$ cat src/design/lse_pkg.sv
`timescale 1ns / 1ps
`default_nettype none

package lse_pkg;

	// fixed field widths
	localparam int MASK_W   = 62;
	localparam int CNT_W    = 6;
	localparam int ENERGY_W = 17;
	localparam int SQ_W     = 12;

	localparam int SPIN_COUNT_RESET = 10;
	localparam logic [ENERGY_W-1:0] ENERGY_MAX = ENERGY_W'(77531);

	// data handed from one cell to the next
	typedef struct packed {
		logic                valid;
		logic [MASK_W-1:0]   mask;
		logic [ENERGY_W-1:0] acc;
		logic [CNT_W-1:0]    diff;
		logic [CNT_W-1:0]    pairs;
	} lse_link_t;

	// population count as an adder tree, one level per loop
	function automatic logic [CNT_W-1:0] popcount(input logic [MASK_W-1:0] v);
		logic [63:0] a;
		logic [1:0]  l1 [32];
		logic [2:0]  l2 [16];
		logic [3:0]  l3 [8];
		logic [4:0]  l4 [4];
		logic [5:0]  l5 [2];
		logic [6:0]  l6;
		a = {2'b00, v};
		for (int i = 0; i < 32; i++) l1[i] = {1'b0, a[2*i]} + {1'b0, a[2*i+1]};
		for (int i = 0; i < 16; i++) l2[i] = {1'b0, l1[2*i]} + {1'b0, l1[2*i+1]};
		for (int i = 0; i < 8; i++)  l3[i] = {1'b0, l2[2*i]} + {1'b0, l2[2*i+1]};
		for (int i = 0; i < 4; i++)  l4[i] = {1'b0, l3[2*i]} + {1'b0, l3[2*i+1]};
		for (int i = 0; i < 2; i++)  l5[i] = {1'b0, l4[2*i]} + {1'b0, l4[2*i+1]};
		l6 = {1'b0, l5[0]} + {1'b0, l5[1]};
		return l6[CNT_W-1:0];
	endfunction

	// squared autocorrelation of one lag: (pairs - 2*differ)^2
	function automatic logic [SQ_W-1:0] lag_term(input logic [CNT_W-1:0] pairs,
		input logic [CNT_W-1:0] diff);
		logic signed [7:0]  c;
		logic signed [15:0] sq;
		c  = $signed({2'b00, pairs}) - $signed({1'b0, diff, 1'b0});
		sq = c * c;
		return sq[SQ_W-1:0];
	endfunction

endpackage

`default_nettype wire

$ cat src/design/lse_out.sv
`timescale 1ns / 1ps
`default_nettype none

module lse_out
	import lse_pkg::*;
(
	input  wire logic                clk,
	input  wire logic                arst_n,
	input  wire lse_link_t           link_i,
	input  wire logic                result_stall,
	output logic                     result_valid,
	output logic [ENERGY_W-1:0]      energy,
	output logic                     enable
);

	logic [ENERGY_W-1:0] energy_d;
	logic                take;

	logic                out_valid_q;
	logic [ENERGY_W-1:0] out_energy_q;
	logic                skid_valid_q;
	logic [ENERGY_W-1:0] skid_energy_q;

	// last lag's term
	assign energy_d = link_i.acc + ENERGY_W'(lag_term(link_i.pairs, link_i.diff));

	assign take   = out_valid_q & ~result_stall;
	assign enable = ~skid_valid_q;

	// output register and skid stage
	always_ff @(posedge clk or negedge arst_n) begin
		if (!arst_n) begin
			out_valid_q  <= 1'b0;
			skid_valid_q <= 1'b0;
		end else if (skid_valid_q) begin
			if (take) begin
				skid_valid_q <= 1'b0;
			end
		end else if (link_i.valid) begin
			if (out_valid_q && !take) begin
				skid_valid_q <= 1'b1;
			end else begin
				out_valid_q <= 1'b1;
			end
		end else if (take) begin
			out_valid_q <= 1'b0;
		end
	end

	always_ff @(posedge clk) begin
		if (skid_valid_q) begin
			if (take) begin
				out_energy_q <= skid_energy_q;
			end
		end else if (link_i.valid) begin
			if (out_valid_q && !take) begin
				skid_energy_q <= energy_d;
			end else begin
				out_energy_q <= energy_d;
			end
		end
	end

	assign result_valid = out_valid_q;
	assign energy       = out_energy_q;

endmodule

`default_nettype wire

$ cat config.mk
export PLATFORM = sky130hd
export DESIGN_NAME = lse_out
export DESIGN_NICKNAME = d
export VERILOG_FILES = /design/src/design/lse_pkg.sv /design/src/design/lse_out.sv
export SDC_FILE = /design/constraint.sdc
export NUM_CORES = 1
export LEC_CHECK = 0
export ABC_AREA = 1
export BUFFER_PORTS_ARGS = -buffer_cell sky130_fd_sc_hd__buf_2
export CAP_MARGIN = 40
export CELL_PAD_IN_SITES_DETAIL_PLACEMENT = 0
export CELL_PAD_IN_SITES_GLOBAL_PLACEMENT = 1
export CORE_MARGIN = 8
export CORE_UTILIZATION = 25
export DETAILED_ROUTE_END_ITERATION = 16
export GPL_TIMING_DRIVEN = 0
export PLACE_DENSITY = 0.63
export SYNTH_ARGS = -nofsm -noshare
export SYNTH_HDL_FRONTEND = slang
export SYNTH_SLANG_ARGS = --single-unit
$ cat constraint.sdc
create_clock -name clk -period 2.9 [get_ports clk]
set_input_delay 0.725 -clock clk [delete_from_list [all_inputs] [get_ports clk]]
set_output_delay 0.725 -clock clk [all_outputs]
set_load 0.05 [all_outputs]
# Word-level counts from Yosys, hierarchy flattened
# Cells that the tools add are included.
[classes]
multipliers = 1
n_reduce_logical = 7
n_eq_ne = 3
bitwise_logic = 3
n_mux = 11
n_addsub = 2
[op_table]
columns = ["op", "n"]
rows = [
  ["two-way mux 17 bit", 4],
  ["adder 17 x 12 -> 17 bit", 1],
  ["multiplier 8 x 8 -> 12 bit", 1],
  ["AND reduction 3 bit", 3],
  ["subtractor 6 x 7 -> 8 bit", 1],
  ["two-way mux 1 bit", 7],
  ["inequality test 2 bit, second input constant", 3],
  ["nonzero test 2 bit", 2],
  ["inverter 1 bit", 2],
  ["bitwise AND 1 bit", 1],
  ["logical AND 1 bit", 1],
  ["zero test 1 bit", 1],
]
[totals]
out_inout_bits = 19
inputBits = 95
word_cells = 31
register_bits = 36

# Logic depth before layout (Yosys ltp)
[depth]
depth_word = 7
ltp_mapped = 38
ltp_nobuf = 38

# Worst setup path before layout
# Ideal clock, no wire load.
[synth_timing]
kind = "input -> register"
from = "input port link_i[1] (netlist bit)"
to = "register skid_energy_q[13], data pin"
setup_time_ns = 0.255
path_slack_ns = -3.391
arrival_time_ns = 6.036
path_buffers = 0
required_time_ns = 2.645
path_stages = 28
cell_sequence = "inv_1 -> ha_1 -> inv_1 -> fa_1 -> a31oi_1 -> xor2_2 -> nor2_1 -> fa_1 -> fa_1 -> fa_1 -> inv_1 -> fa_1 -> inv_1 -> ha_1 -> a21oi_1 -> o21ai_0 -> a21o_1 -> inv_1 -> nand2_1 -> nand2_1 -> inv_1 -> ha_1 -> nand2_1 -> nor4_1 -> nand2_1 -> nand3_1 -> nand2_1 -> and2_1"
[synth_via]
elab_chain_len = 3
[synth_rtl]
columns = ["item", "line_no", "text"]
rows = [
  ["from (decl)", "lse_out.sv:9", "input wire lse_link_t link_i,"],
  ["subtractor 6 x 7 -> 8 bit", "lse_pkg.sv:48", "c = $signed({2'b00, pairs}) - $signed({1'b0, diff, 1'b0});"],
  ["multiplier 8 x 8 -> 12 bit", "lse_pkg.sv:49", "sq = c * c;"],
  ["adder 17 x 12 -> 17 bit", "lse_out.sv:25", "assign energy_d = link_i.acc + ENERGY_W'(lag_term(link_i.pairs, link_i.diff));"],
  ["net energy_d[13]", "lse_out.sv:16", "logic [ENERGY_W-1:0] energy_d;"],
  ["to (signal assigned)", "lse_out.sv:57", "skid_energy_q <= energy_d;"],
  ["to (decl)", "lse_out.sv:22", "logic [ENERGY_W-1:0] skid_energy_q;"],
]
# The timed path passes the listed nets, and every way through them passes these cells.
# A chain may end at the register's enable or synchronous reset.

# Final worst setup path
[layout_timing]
from = "input port link_i[1] (netlist bit)"
to = "register out_energy_q[12] (netlist: energy[12]), data pin"
[layout_via]
elab_chain_len = 6
[layout_rtl]
columns = ["item", "line_no", "text"]
rows = [
  ["subtractor 6 x 7 -> 8 bit", "lse_pkg.sv:48", ""],
  ["multiplier 8 x 8 -> 12 bit", "lse_pkg.sv:49", ""],
  ["adder 17 x 12 -> 17 bit", "lse_out.sv:25", ""],
  ["net energy_d[12]", "lse_out.sv:16", ""],
  ["two-way mux 17 bit", "lse_out.sv:56", "if (out_valid_q && !take) begin"],
  ["two-way mux 17 bit", "lse_out.sv:55", "end else if (link_i.valid) begin"],
  ["two-way mux 17 bit", "lse_out.sv:51", "if (skid_valid_q) begin"],
  ["to (signal assigned)", "lse_out.sv:53", "out_energy_q <= skid_energy_q;"],
  ["to (signal assigned)", "lse_out.sv:59", "out_energy_q <= energy_d;"],
  ["to (decl)", "lse_out.sv:20", "logic [ENERGY_W-1:0] out_energy_q;"],
]
# The timed path passes the listed nets, and every way through them passes these cells. The select of a mux whose other input is x is not followed.

==> run metrics <==
library cells used by synthesis=33; routing usage on met2=0.180; Area Growth Syn to Fin=43.4%; CP Max Fanout=5; RSZ-0062 raised after global routing=true; Worst Hold Class=input pin to async pin; gp weighted congestion=0.781; die area=19500 um2; startpoint types=input pin; Synth Register Bits=36; area of the multi-input gates=3130 um2; Placement Cell Area=4660 um2; delay-heaviest family, CP=adder cells; Row Count=45; slew margin rel.=0.616; largest cells by area after synthesis=edfxtp_1 27%, fa_1 15%, nand2_1 13%; Post-synth EDFFs=34; Most Frequent Cell on Critical Path=fa_1; Num CTS Buffers=5; final worst slack=-3010 ps; final core occ=0.364; Warnings, synthesis=0; met3 GRT Util=0.0164; Pre-Repair DR Iteration Count=4; Layout Skew=3.07 ps; # IOs=114; leading area contributor after synthesis=edfxtp_1; Critical Path End Type=register; initial DRC count=86; grt peak-use layer=met2; HPWL after DPL=7210 um; post-layout min period=5910 ps; post-synth top area share=0.267; slowest CP cell=fa_1; largest net degree at the start of global routing=18; vias in the first global route=3450; Chip Height=140 um; status=complete, but fails checks; number of antenna diodes=0; Final Hold Vio Count=0; via-per-instance ratio=4.21; period utilisation layout=2.04; number of max-cap violations=0; ANT nets after route=0; final setup vio count=28; Post-Synthesis Cells=484; CP arrival=5950 ps; Initial Util=0.254; worst skew pair latency=270 ps; final WL=8860 um; Mapped Avg Cell Area=7.91 um2; gr usage total=0.0943; slowest cell delay on critical path=550 ps; CTS root buf=clkbuf_16; clock slew at reported path FFs=50 ps; post-synthesis sequential area ratio=0.280; CP Class=input pin to register; grt total ovfl=0; f_max=169 MHz; H-tree depth=2; share of layout cells above drive strength 1=0.392; DR WL/cell=11.7 um; first-pass GRT wire length=15600 um; Die Width=140 um; nets@finish=731; Max clock buf depth=2; ys flop type=edfxtp_1; Core Footprint=15100 um2; register area=1070 um2; final instance area=5490 um2; Buffers & Inverters on Critical Path=8; Worst-Margin Slew=573 ps; critical path data required time=2930 ps; CTS tree=done; total vias in the final route=3202; # fillers=1553; share of synthesized flip-flops with an asynchronous set or reset=0.0556; met1 Track Usage GR=0.105; syn nets=644; initial antenna violation count=0; Slew Viols, Final=0; failing checks=setup timing; Port Buffers=51; DRC=0; Cell Area, Synth=3830 um2; clock sink count=36
cell type report:
| class | count | area share |
|---|---|---|
| multi-input combinational | 345 | 0.570 |
| sequential | 36 | 0.195 |
| timing repair buffer | 80 | 0.0930 |
| inverter | 100 | 0.0720 |
| tap | 188 | 0.0428 |
| clock buffer | 5 | 0.0228 |
| clock inverter | 3 | 0.00251 |
| buffer | 3 | 0.00205 |
timing repair:
| item | 4_1_cts | 5_1_grt |
|---|---|---|
| gates resized for setup | 70 | 32 |
| pin swaps | 67 | 20 |
| hold buffers | 0 | 0 |
| buffers inserted | 18 | 9 |
| setup endpoints to repair | 28 | 28 |
stage by stage:
stage	setup slack [ps]	setup TNS, ps	cells	hold WS (ps)
3_5_place_dp	-3610	-79700	725	505
2_1_floorplan	-3010	-64990	484	429
5_1_grt	-3280	-72170	760	219
4_1_cts	-3060	-66060	751	218
6_report	-3010	-66010	760	222
3_3_place_gp	-3590	-79380	723	495
metal layers:
layer  routed length [um]  part of all wire
met2                 4630              0.52
met1                 3820              0.43
met3                  320             0.036
met4                   95             0.011
met5                    0                 0
path summary, 6_finish.rpt:
| kind | start | to | slack (ps) | cells after the start |
|---|---|---|---|---|
| hold reg to reg | skid_energy_q[11]$_DFFE_PP_ | energy[11]$_DFFE_PP_ | 510 | 2 |
| setup reg to reg | skid_valid_q$_DFF_PN0_ | skid_energy_q[12]$_DFFE_PP_ | 1230 | 4 |
| hold / removal | arst_n | skid_valid_q$_DFF_PN0_ | 220 | 1 |
| setup / recovery | link_i[1] | energy[12]$_DFFE_PP_ | -3010 | 30 |
| max in group asynchronous | arst_n | result_valid$_DFFE_PN0P_ | 2580 | 1 |
| min in group clk | skid_energy_q[11]$_DFFE_PP_ | energy[11]$_DFFE_PP_ | 510 | 2 |
cells in the mapped netlist, drive strengths merged, types with 4 or more instances:
cell type	count
edfxtp	34
xnor2	6
nand2	140
o21ai	8
inv	99
ha	36
fa	29
a21o	4
xor2	14
a21oi	17
nor2	40
nand3	33
and2	5
nand4	4
layout by cell type, fill, tap and decap left out, types with 4 or more instances in the layout:
cell	instances
buf_6	4
nand2_4	8
nand3_2	10
ha_1	15
a21oi_2	8
nand3_1	21
nor2_4	10
ha_4	20
and2_1	5
buf_2	50
o21ai_2	4
nand2_1	111
fa_1	27
inv_1	79
xnor2_2	4
a21oi_1	4
xor2_1	6
a21o_1	4
a21oi_4	5
nand2_2	21
nor2_1	22
nand4_1	4
inv_2	16
xor2_2	5
edfxtp_1	34
nor2_2	8
buf_4	24
clkbuf_16	5
sequential cells by signal, summed over array words and instances (netlist names):
name           cells
energy            17
result_valid       1
skid_energy_q     17
skid_valid_q       1
logic make-up (layout without fill, tap and decap cells):
logic type / count (synthesis) / in the layout / synth area share
and+or+nand+nor: 225 / 225 / 0.250
xor gates and xnor gates: 20 / 20 / 0.0477
AOI/OAI and AO/OA: 35 / 35 / 0.0516
buffers and inverters: 103 / 191 / 0.102
DFF: 36 / 36 / 0.280
adders and majority gates: 65 / 65 / 0.269
Power is left out: the tool's default activity adds up to more than one toggle a clock period on the data nets, which glitch-free logic cannot reach.
