===== src/design/lse_pkg.sv =====
`timescale 1ns / 1ps
`default_nettype none

package lse_pkg;

	// fixed field widths
	localparam int MASK_W   = 62;
	localparam int CNT_W    = 6;
	localparam int ENERGY_W = 17;
	localparam int SQ_W     = 12;

	localparam int SPIN_COUNT_RESET = 10;
	localparam logic [ENERGY_W-1:0] ENERGY_MAX = ENERGY_W'(77531);

	// data handed from one cell to the next
	typedef struct packed {
		logic                valid;
		logic [MASK_W-1:0]   mask;
		logic [ENERGY_W-1:0] acc;
		logic [CNT_W-1:0]    diff;
		logic [CNT_W-1:0]    pairs;
	} lse_link_t;

	// population count as an adder tree, one level per loop
	function automatic logic [CNT_W-1:0] popcount(input logic [MASK_W-1:0] v);
		logic [63:0] a;
		logic [1:0]  l1 [32];
		logic [2:0]  l2 [16];
		logic [3:0]  l3 [8];
		logic [4:0]  l4 [4];
		logic [5:0]  l5 [2];
		logic [6:0]  l6;
		a = {2'b00, v};
		for (int i = 0; i < 32; i++) l1[i] = {1'b0, a[2*i]} + {1'b0, a[2*i+1]};
		for (int i = 0; i < 16; i++) l2[i] = {1'b0, l1[2*i]} + {1'b0, l1[2*i+1]};
		for (int i = 0; i < 8; i++)  l3[i] = {1'b0, l2[2*i]} + {1'b0, l2[2*i+1]};
		for (int i = 0; i < 4; i++)  l4[i] = {1'b0, l3[2*i]} + {1'b0, l3[2*i+1]};
		for (int i = 0; i < 2; i++)  l5[i] = {1'b0, l4[2*i]} + {1'b0, l4[2*i+1]};
		l6 = {1'b0, l5[0]} + {1'b0, l5[1]};
		return l6[CNT_W-1:0];
	endfunction

	// squared autocorrelation of one lag: (pairs - 2*differ)^2
	function automatic logic [SQ_W-1:0] lag_term(input logic [CNT_W-1:0] pairs,
		input logic [CNT_W-1:0] diff);
		logic signed [7:0]  c;
		logic signed [15:0] sq;
		c  = $signed({2'b00, pairs}) - $signed({1'b0, diff, 1'b0});
		sq = c * c;
		return sq[SQ_W-1:0];
	endfunction

endpackage

`default_nettype wire


===== src/design/lse_cell.sv =====
`timescale 1ns / 1ps
`default_nettype none

module lse_cell
	import lse_pkg::*;
#(
	parameter int LAG = 1
) (
	input  wire logic             clk,
	input  wire logic             arst_n,
	input  wire logic             enable,
	input  wire logic [CNT_W-1:0] n,
	input  wire logic [MASK_W-1:0] n_mask,
	input  wire lse_link_t        link_i,
	output lse_link_t             link_o
);

	logic [MASK_W-1:0]   pair_mask;
	logic [CNT_W-1:0]    diff_d;
	logic [CNT_W-1:0]    pairs_d;
	logic [ENERGY_W-1:0] acc_d;

	logic                valid_q;
	logic [MASK_W-1:0]   mask_q;
	logic [ENERGY_W-1:0] acc_q;
	logic [CNT_W-1:0]    diff_q;
	logic [CNT_W-1:0]    pairs_q;

	// differing pairs at this lag, only positions with a partner below n
	always_comb begin
		pair_mask = n_mask >> LAG;
		diff_d    = popcount((link_i.mask ^ (link_i.mask >> LAG)) & pair_mask);
		pairs_d   = (n > CNT_W'(LAG)) ? (n - CNT_W'(LAG)) : '0;
	end

	// fold in the previous lag's squared term
	assign acc_d = link_i.acc + ENERGY_W'(lag_term(link_i.pairs, link_i.diff));

	// control
	always_ff @(posedge clk or negedge arst_n) begin
		if (!arst_n) begin
			valid_q <= 1'b0;
		end else if (enable) begin
			valid_q <= link_i.valid;
		end
	end

	// payload
	always_ff @(posedge clk) begin
		if (enable) begin
			mask_q  <= link_i.mask;
			acc_q   <= acc_d;
			diff_q  <= diff_d;
			pairs_q <= pairs_d;
		end
	end

	assign link_o = '{valid: valid_q, mask: mask_q, acc: acc_q, diff: diff_q, pairs: pairs_q};

endmodule

`default_nettype wire


===== config.mk =====
export PLATFORM = sky130hd
export DESIGN_NAME = lse_cell
export DESIGN_NICKNAME = d
export VERILOG_FILES = /design/src/design/lse_pkg.sv /design/src/design/lse_cell.sv
export SDC_FILE = /design/constraint.sdc
export NUM_CORES = 1
export LEC_CHECK = 0
export ABC_AREA = 1
export BUFFER_PORTS_ARGS = -buffer_cell sky130_fd_sc_hd__buf_4
export CAP_MARGIN = 20
export CORE_ASPECT_RATIO = 0.7
export CORE_MARGIN = 2
export CORE_UTILIZATION = 52
export DETAILED_ROUTE_END_ITERATION = 10
export PLACE_DENSITY = 0.82
export SKIP_LAST_GASP = 1
export SLEW_MARGIN = 20
export SYNTH_ARGS = -nofsm -noshare
export SYNTH_HDL_FRONTEND = slang
export SYNTH_SLANG_ARGS = --single-unit

===== constraint.sdc =====
create_clock -name clk -period 1.2 [get_ports clk]
set_clock_uncertainty 0.2 [all_clocks]
set_input_delay 0.24 -clock clk [delete_from_list [all_inputs] [get_ports clk]]
set_output_delay 0.24 -clock clk [all_outputs]
set_load 0.05 [all_outputs]

==> results.py, run 1 <==
metrics = {
    "place": {
        "post-place-cells": 1392,
        "portBuffers": 253,
        "pre_cts_ws_ps": -5080,
        "hpwl_mm": 20.0,
        "postPlaceCellArea_mm2": 0.0114,
        "gp_congestion": 0.913,
    },
    "logic_synthesis": {
        "synth_fp_nets": 1079,
        "yosysUniqueCellTypes": 37,
        "synth_edf_count": 91,
        "synth_area_mm2": 0.00767,
        "ys_seq_elements": 92,
        "yosysWarnings": 0,
        "synth-seq-area-share": 0.359,
        "synth_ff_type": "edfxtp_1",
        "syn_avg_cell_area_um2": 9.76,
        "async_reset_ff_frac": 0.0109,
        "synthCells": 786,
    },
    "clocking": {
        "clock-sinks": 92,
        "numCtsBuffers": 9,
        "htreeDepth": 3,
        "cts-root-buf": "clkbuf_16",
        "clockBufferDepth": 2,
    },
    "floorplanning": {
        "initial_core_util": 0.528,
        "die_w_um": 149,
        "die_h_um": 106,
        "num_rows": 37,
        "ios": 255,
    },
    "global_route": {
        "grt_max_degree": 20,
        "gr-total-overflow": 2,
        "grt_usage": 0.753,
    },
    "run_status": {
        "error": "[ERROR GRT-0232] Routing congestion too high. Check the congestion heatmap in the GUI.",
        "status": "did not finish",
        "haltStage": "global routing (5_1_grt)",
    },
    "sta": {
        "worstEpCategory": "sequential cell input",
        "crit_endpoint": "diff_q[2]$_DFFE_PP_/D",
    },
}
stage by stage:
stage	hold slack, ps	util
3_5_place_dp	-182	0.786
2_1_floorplan	-256	-
3_3_place_gp	-181	0.786
4_1_cts	-21.8	0.904
cell usage after synthesis, types with 2 or more instances:
| library cell | instances | area (µm²) |
|---|---|---|
| a21boi_0 | 2 | 15.0 |
| a21o_1 | 3 | 22.5 |
| a21oi_1 | 25 | 125 |
| a31o_2 | 2 | 17.5 |
| a31oi_1 | 2 | 12.5 |
| edfxtp_1 | 91 | 2730 |
| fa_1 | 80 | 1600 |
| ha_1 | 50 | 626 |
| inv_1 | 148 | 556 |
| inv_2 | 3 | 11.3 |
| nand2_1 | 156 | 586 |
| nand2_2 | 6 | 37.5 |
| nand2_4 | 2 | 22.5 |
| nand3_1 | 42 | 210 |
| nand3_2 | 2 | 20.0 |
| nand4_1 | 5 | 31.3 |
| nor2_1 | 72 | 270 |
| nor2_4 | 2 | 22.5 |
| nor3_1 | 3 | 15.0 |
| o21ai_0 | 10 | 50.1 |
| or2_2 | 12 | 75.1 |
| xnor2_1 | 10 | 87.6 |
| xor2_1 | 44 | 385 |
what timing repair did:
action	in CTS
endpoints found under the hold margin	51
pin swaps	86
buffers inserted	25
hold buffers	50
resized for setup	189
setup endpoints to repair	118
layer usage:
metal | GRT overflow | global-route usage
met4 | 1 | 0.703
met2 | 1 | 0.899
met5 | 0 | 0.463
met3 | 0 | 0.650
met1 | 0 | 0.739
cells by family after synthesis:
logic type / after synthesis / synth area share
xor+xnor: 55 / 0.0638
fa+ha+maj: 130 / 0.290
mux: 1 / 0.00147
buf+inv: 153 / 0.0757
flops: 92 / 0.359
simple gates: 307 / 0.174
compound gates: 48 / 0.0356
==> run 2, diff against run 1 <==
--- a/config.mk
+++ b/config.mk
@@ -8,11 +8,10 @@
 export ABC_AREA = 1
 export BUFFER_PORTS_ARGS = -buffer_cell sky130_fd_sc_hd__buf_4
 export CAP_MARGIN = 20
-export CORE_ASPECT_RATIO = 0.7
 export CORE_MARGIN = 2
-export CORE_UTILIZATION = 52
+export CORE_UTILIZATION = 40
 export DETAILED_ROUTE_END_ITERATION = 10
-export PLACE_DENSITY = 0.82
+export PLACE_DENSITY_LB_ADDON = 0.15
 export SKIP_LAST_GASP = 1
 export SLEW_MARGIN = 20
 export SYNTH_ARGS = -nofsm -noshare
==> run 2 against run 1 <==
Effect of this change:
- the flow now finishes, with violations (negative setup slack)
- synthesized area is the same
- synthesized cell count did not move
==> results.py, run 2 <==
metrics = {
    "clocking": {
        "clk_latency_ps": 350,
        "cts_hold_buf": 65,
        "clk_pin_slew_ps": 80,
        "htreeDepth": 3,
        "clockBufferDepth": 2,
        "clock-sinks": 92,
        "cts-root-buf": "clkbuf_16",
        "numCtsBuffers": 9,
        "cts_tree": "built",
    },
    "route": {
        "num_vias": 7189,
        "vias_per_cell": 4.65,
        "drc": 0,
        "drt_wl_total_mm": 23.5,
        "postRouteAntennaNets": 0,
        "wl_per_cell_um": 15.2,
        "first_iter_violations": 274,
        "first_pass_iters": 4,
    },
    "worst_setup_path": {
        "critPathKind": "primary input to register",
        "crit_path_end_kind": "register",
        "critPathRequiredTime_ps": 1110,
        "startpoint_type": "primary input",
        "critical_path_arrival_ps": 5790,
        "crit_fanout": 2,
    },
    "floorplanning": {
        "ios": 255,
        "die_area_mm2": 0.0203,
        "die_h_um": 142,
        "core_area_mm2": 0.0188,
        "die_w_um": 142,
        "num_rows": 50,
        "initial_core_util": 0.409,
    },
    "global_route": {
        "grt_max_degree": 33,
        "grt_usage": 0.228,
        "grt_pass1_vias": 7465,
        "antenna_found_initial": 0,
        "gr-total-overflow": 0,
        "grt_pass1_wl_mm": 35.8,
    },
    "logic_synthesis": {
        "yosysWarnings": 0,
        "synth_edf_count": 91,
        "yosysTopAreaCellShare": 0.356,
        "ys_seq_elements": 92,
        "yosysMostFrequentCell": "nand2_1",
        "synth_ff_type": "edfxtp_1",
        "synth_area_mm2": 0.00767,
        "syn_avg_cell_area_um2": 9.76,
        "synth_fp_nets": 1079,
        "synthCells": 786,
        "yosys-top-cells-count": "156 x nand2_1, 148 x inv_1, 91 x edfxtp_1",
        "synth-seq-area-share": 0.359,
        "synthTopCellsByArea": "edfxtp_1 36%, fa_1 21%, ha_1 8.2%",
        "synth_top_cell_by_area": "edfxtp_1",
        "async_reset_ff_frac": 0.0109,
        "yosysUniqueCellTypes": 37,
    },
    "run_status": {
        "violations": "negative setup slack",
        "status": "complete, but fails checks",
    },
    "cells_and_area": {
        "nets": 1600,
        "antennaDiodeCount": 0,
        "drive_gt1_frac": 0.489,
        "largestRegisters": "mask_q: 62 flops, acc_q: 17 flops",
        "area_growth_pct": 78.6,
        "mostFrequentLayoutCells": "322 x buf_4, 130 x nand2_1, 126 x inv_1",
        "fill_cells": 1348,
        "final_common_cell": "buf_4",
        "regMostFlops": "mask_q",
        "final_cells": 1546,
        "largest_reg_flops": 62,
    },
    "sta": {
        "setup_viol_count_final": 113,
        "period_needed_ps": 5880,
        "hold_violations": 0,
        "finalMaxSlewViolations": 0,
        "fmax_mhz": 170,
        "slew_headroom": 0.782,
        "rsz0062_at_grt": "yes",
        "period_share": 4.90,
        "fin_ws_ps": -4680,
        "tightest_slew_ps": 326,
    },
    "place": {
        "portBuffers": 253,
        "gp_congestion": 0.837,
        "post-place-cells": 1439,
        "hpwl_mm": 17.7,
    },
    "job": {
        "drv_cap": 0,
    },
    "hold_path": {
        "hp-class": "primary input to register",
    },
}
==> run 2: cell counts after synthesis <==
Identical to the previous run, type by type.
==> run 2: final timing paths <==
kind,from,to,slack (ps),cells past startpoint
max,link_i[72],diff_q[4],-4680,17
min,link_i[12],acc_q[0],0.09,2
max reg2reg,valid_q,valid_q,240,1
min reg2reg,valid_q,valid_q,340,1
max in group asynchronous,arst_n,valid_q,140,3
min in group asynchronous,arst_n,valid_q,540,3
==> run 2: layout make-up <==
type                    count  area [µm²]  area share
repair buffers            511        4510       0.329
multi-input cells         541        5240       0.383
clock buffers               9         225      0.0164
well taps                 234         293      0.0214
inverters                 152         612      0.0447
flip-flops and latches     92        2760       0.201
clock inverters             7        61.3     0.00448
==> run 2: metal layers <==
layer  global-route usage  vias to the layer above  wire length, µm
met5                    0                        -                0
met2                0.422                      190            12700
met1                0.270                     3447             9130
met3               0.0336                       34             1070
met4               0.0756                        0              597
li1                     -                     3518                -
==> run 2: stage by stage <==
step                      TNS [ps]  cell area [µm²]  hold slack, ps  worst slack (ps)   util
after detailed placement    -89990            11600            -183             -5040  0.616
final                       -91810            13700          0.0862             -4680  0.730
after global placement      -89170            11600            -185             -4990  0.616
after CTS                   -91780            13200           -10.7             -4610  0.706
after global routing        -98370            13700           -7.24             -4870  0.730
after floorplan             -78190             8080            -256             -4680      -
==> run 2: cell families after synthesis <==
family	Yosys count	share of synthesized area
adder cells (fa/ha/maj)	130	0.290
AO/OA/AOI/OAI	48	0.0356
multiplexers	1	0.00147
AND/OR/NAND/NOR	307	0.174
flip-flops	92	0.359
buffers and inverters	153	0.0757
XOR/XNOR	55	0.0638
==> run 2: worst max-delay path, stage by stage <==
cell	delay [ps]
buf_4	120
xor2_1	190
nand2_1	110
fa_1	530
fa_2	600
fa_1	430
fa_1	500
fa_1	530
fa_1	560
fa_1	430
fa_1	490
inv_1	50
fa_2	350
fa_2	390
nand3_2	70
nand2_1	50
xor2_1	140
==> run 2: repair_timing <==
| item | 4_1_cts | 5_1_grt |
|---|---|---|
| setup endpoints to repair | 113 | 113 |
| pin swaps | 59 | 52 |
| resized for setup | 161 | 78 |
| endpoints found under the hold margin | 65 | 1 |
| setup buffers | 16 | 13 |
| cloned | 0 | 0 |
Power of run 2 is not shown: default switching activity piles up to over one toggle a cycle in this logic, so the estimate is an artifact.
==> run 3, diff against run 2 <==
--- a/config.mk
+++ b/config.mk
@@ -9,7 +9,7 @@
 export BUFFER_PORTS_ARGS = -buffer_cell sky130_fd_sc_hd__buf_4
 export CAP_MARGIN = 20
 export CORE_MARGIN = 2
-export CORE_UTILIZATION = 40
+export CORE_UTILIZATION = 52
 export DETAILED_ROUTE_END_ITERATION = 10
 export PLACE_DENSITY_LB_ADDON = 0.15
 export SKIP_LAST_GASP = 1
==> run 3 against run 2 <==
Effect of this change:
- the flow finishes with violations (negative hold slack, negative setup slack)
- first-iteration DRC count increased to 3.5 times the previous value
- die area decreased by 22%
- sequential share of layout area increased by 0.081 points
- final area decreased by 0.40%
- global-route usage increased by 17 points
- sequential cell count unchanged
- wire length increased by 71%
- register-to-register slack got worse by 150 ps
- via count increased by 26%
- hold slack got worse by 6.8 ps
- critical endpoint is now diff_q[5]
- critical path depth increased by 4
- final cell count decreased by 4.3%
==> results.py, run 3 (synthesis results as in run 2) <==
metrics = {
    "sta": {
        "hold_violations": 1,
        "period_share": 5.24,
        "setup_viol_count_final": 116,
        "period_needed_ps": 6280,
        "rsz0062_at_grt": "yes",
        "fin_ws_ps": -5080,
        "finalMaxSlewViolations": 0,
        "slew_headroom": 0.761,
        "fmax_mhz": 159,
        "tightest_slew_ps": 355,
        "finalHoldWorstSlack_ps": -6.73,
    },
    "clocking": {
        "clk_pin_slew_ps": 70,
        "htreeDepth": 3,
        "clockBufferDepth": 2,
        "cts-root-buf": "clkbuf_16",
        "clk_latency_ps": 350,
        "numCtsBuffers": 9,
        "clock-sinks": 92,
        "cts_hold_buf": 55,
        "cts_tree": "built",
    },
    "global_route": {
        "grt_max_degree": 22,
        "grt_pass1_wl_mm": 48.0,
        "gr-total-overflow": 0,
        "antenna_found_initial": 0,
        "grt_usage": 0.398,
        "grt_pass1_vias": 8915,
    },
    "worst_setup_path": {
        "crit_path_end_kind": "register",
        "startpoint_type": "primary input",
        "crit_slowest_cell": "fa_1",
        "critPathRequiredTime_ps": 1100,
        "crit_chain": "buf_4 -> nor2_1 -> nor2_2 -> fa_1 -> inv_1 -> fa_1 -> fa_1 -> fa_1 -> fa_1 -> fa_1 -> fa_1 -> fa_1 -> inv_2 -> fa_2 -> buf_4 -> nand3_2 -> nand2_2 -> a21oi_2 -> nor2_1 -> nor2_1 -> xnor2_1",
        "cpMostUsedCell": "fa_1",
        "critPathKind": "primary input to register",
        "max_stage_delay_ps": 710,
        "r2r_slack_ps": 90,
        "critical_path_arrival_ps": 6190,
        "crit_fanout": 4,
    },
    "place": {
        "hpwl_mm": 18.0,
        "postPlaceCellArea_mm2": 0.0114,
        "gp_congestion": 0.852,
        "portBuffers": 253,
    },
    "cells_and_area": {
        "largestRegisters": "mask_q: 62 flops, acc_q: 17 flops",
        "fin_util": 0.942,
        "final_area_mm2": 0.0136,
        "area_growth_pct": 77.8,
        "fill_cells": 405,
        "antennaDiodeCount": 0,
        "nets": 1584,
        "regMostFlops": "mask_q",
        "mostFrequentLayoutCells": "309 x buf_4, 127 x nand2_1, 124 x buf_6",
        "largest_reg_flops": 62,
        "final_common_cell": "buf_4",
        "drive_gt1_frac": 0.518,
    },
    "route": {
        "first_pass_iters": 5,
        "postRouteAntennaNets": 0,
        "wl_per_cell_um": 27.1,
        "drc": 0,
        "vias_per_cell": 6.13,
        "num_vias": 9072,
        "first_iter_violations": 961,
        "drt_wl_total_mm": 40.1,
    },
    "run_status": {
        "status": "complete, but fails checks",
        "violations": "negative hold slack, negative setup slack",
    },
    "hold_path": {
        "hp-class": "primary input to register",
    },
    "floorplanning": {
        "num_rows": 44,
        "die_area_mm2": 0.0157,
        "initial_core_util": 0.530,
        "core_area_mm2": 0.0145,
        "die_w_um": 125,
        "ios": 255,
        "die_h_um": 125,
    },
    "job": {
        "drv_cap": 0,
    },
}
run 3: through the flow:
step | worst slack [ps] | instances | TNS (ps)
2_1_floorplan | -4680 | 786 | -78190
3_3_place_gp | -5030 | 1377 | -88930
3_5_place_dp | -5070 | 1377 | -90050
4_1_cts | -4610 | 1465 | -91210
5_1_grt | -5130 | 1480 | -103870
6_report | -5080 | 1480 | -101070
run 3: critical path, delay by kind of cell:
| family | cells | cell delay (ps) |
|---|---|---|
| fa+ha+maj | 9 | 4640 |
| buf+inv | 4 | 450 |
| compound gates | 1 | 140 |
| xor+xnor | 1 | 110 |
| simple gates | 6 | 600 |
run 3: cell type report:
class	count	area (µm²)	area share
clock buffer	10	229	0.0168
clock inverter	6	46.3	0.00339
inverter	152	619	0.0454
multi-input combinational	541	5370	0.393
sequential	92	2760	0.202
tap	184	230	0.0169
timing repair buffer	495	4400	0.322
run 3: routing by layer:
metal | GRT usage | share of wire
met5 | 0 | 0
met4 | 0.242 | 0.12
met3 | 0.0800 | 0.11
met2 | 0.728 | 0.48
met1 | 0.417 | 0.30
run 3: timing repair:
action                     4_1_cts  5_1_grt
setup endpoints to repair      114      120
pin swaps                      104       86
buffers inserted                18       19
hold endpoints to repair        56        1
gates resized for setup        190      105
run 3: path summary, 6_finish.rpt:
kind	start	endpoint	cells after the start
min in group asynchronous	arst_n	valid_q	2
max in group asynchronous	arst_n	valid_q	2
worst min-delay path	link_i[12]	acc_q[0]	2
worst max register to register	valid_q	valid_q	2
worst max-delay path	link_i[59]	diff_q[5]	21
worst min register to register	valid_q	valid_q	2
Power of run 3 is left out for the same reason.
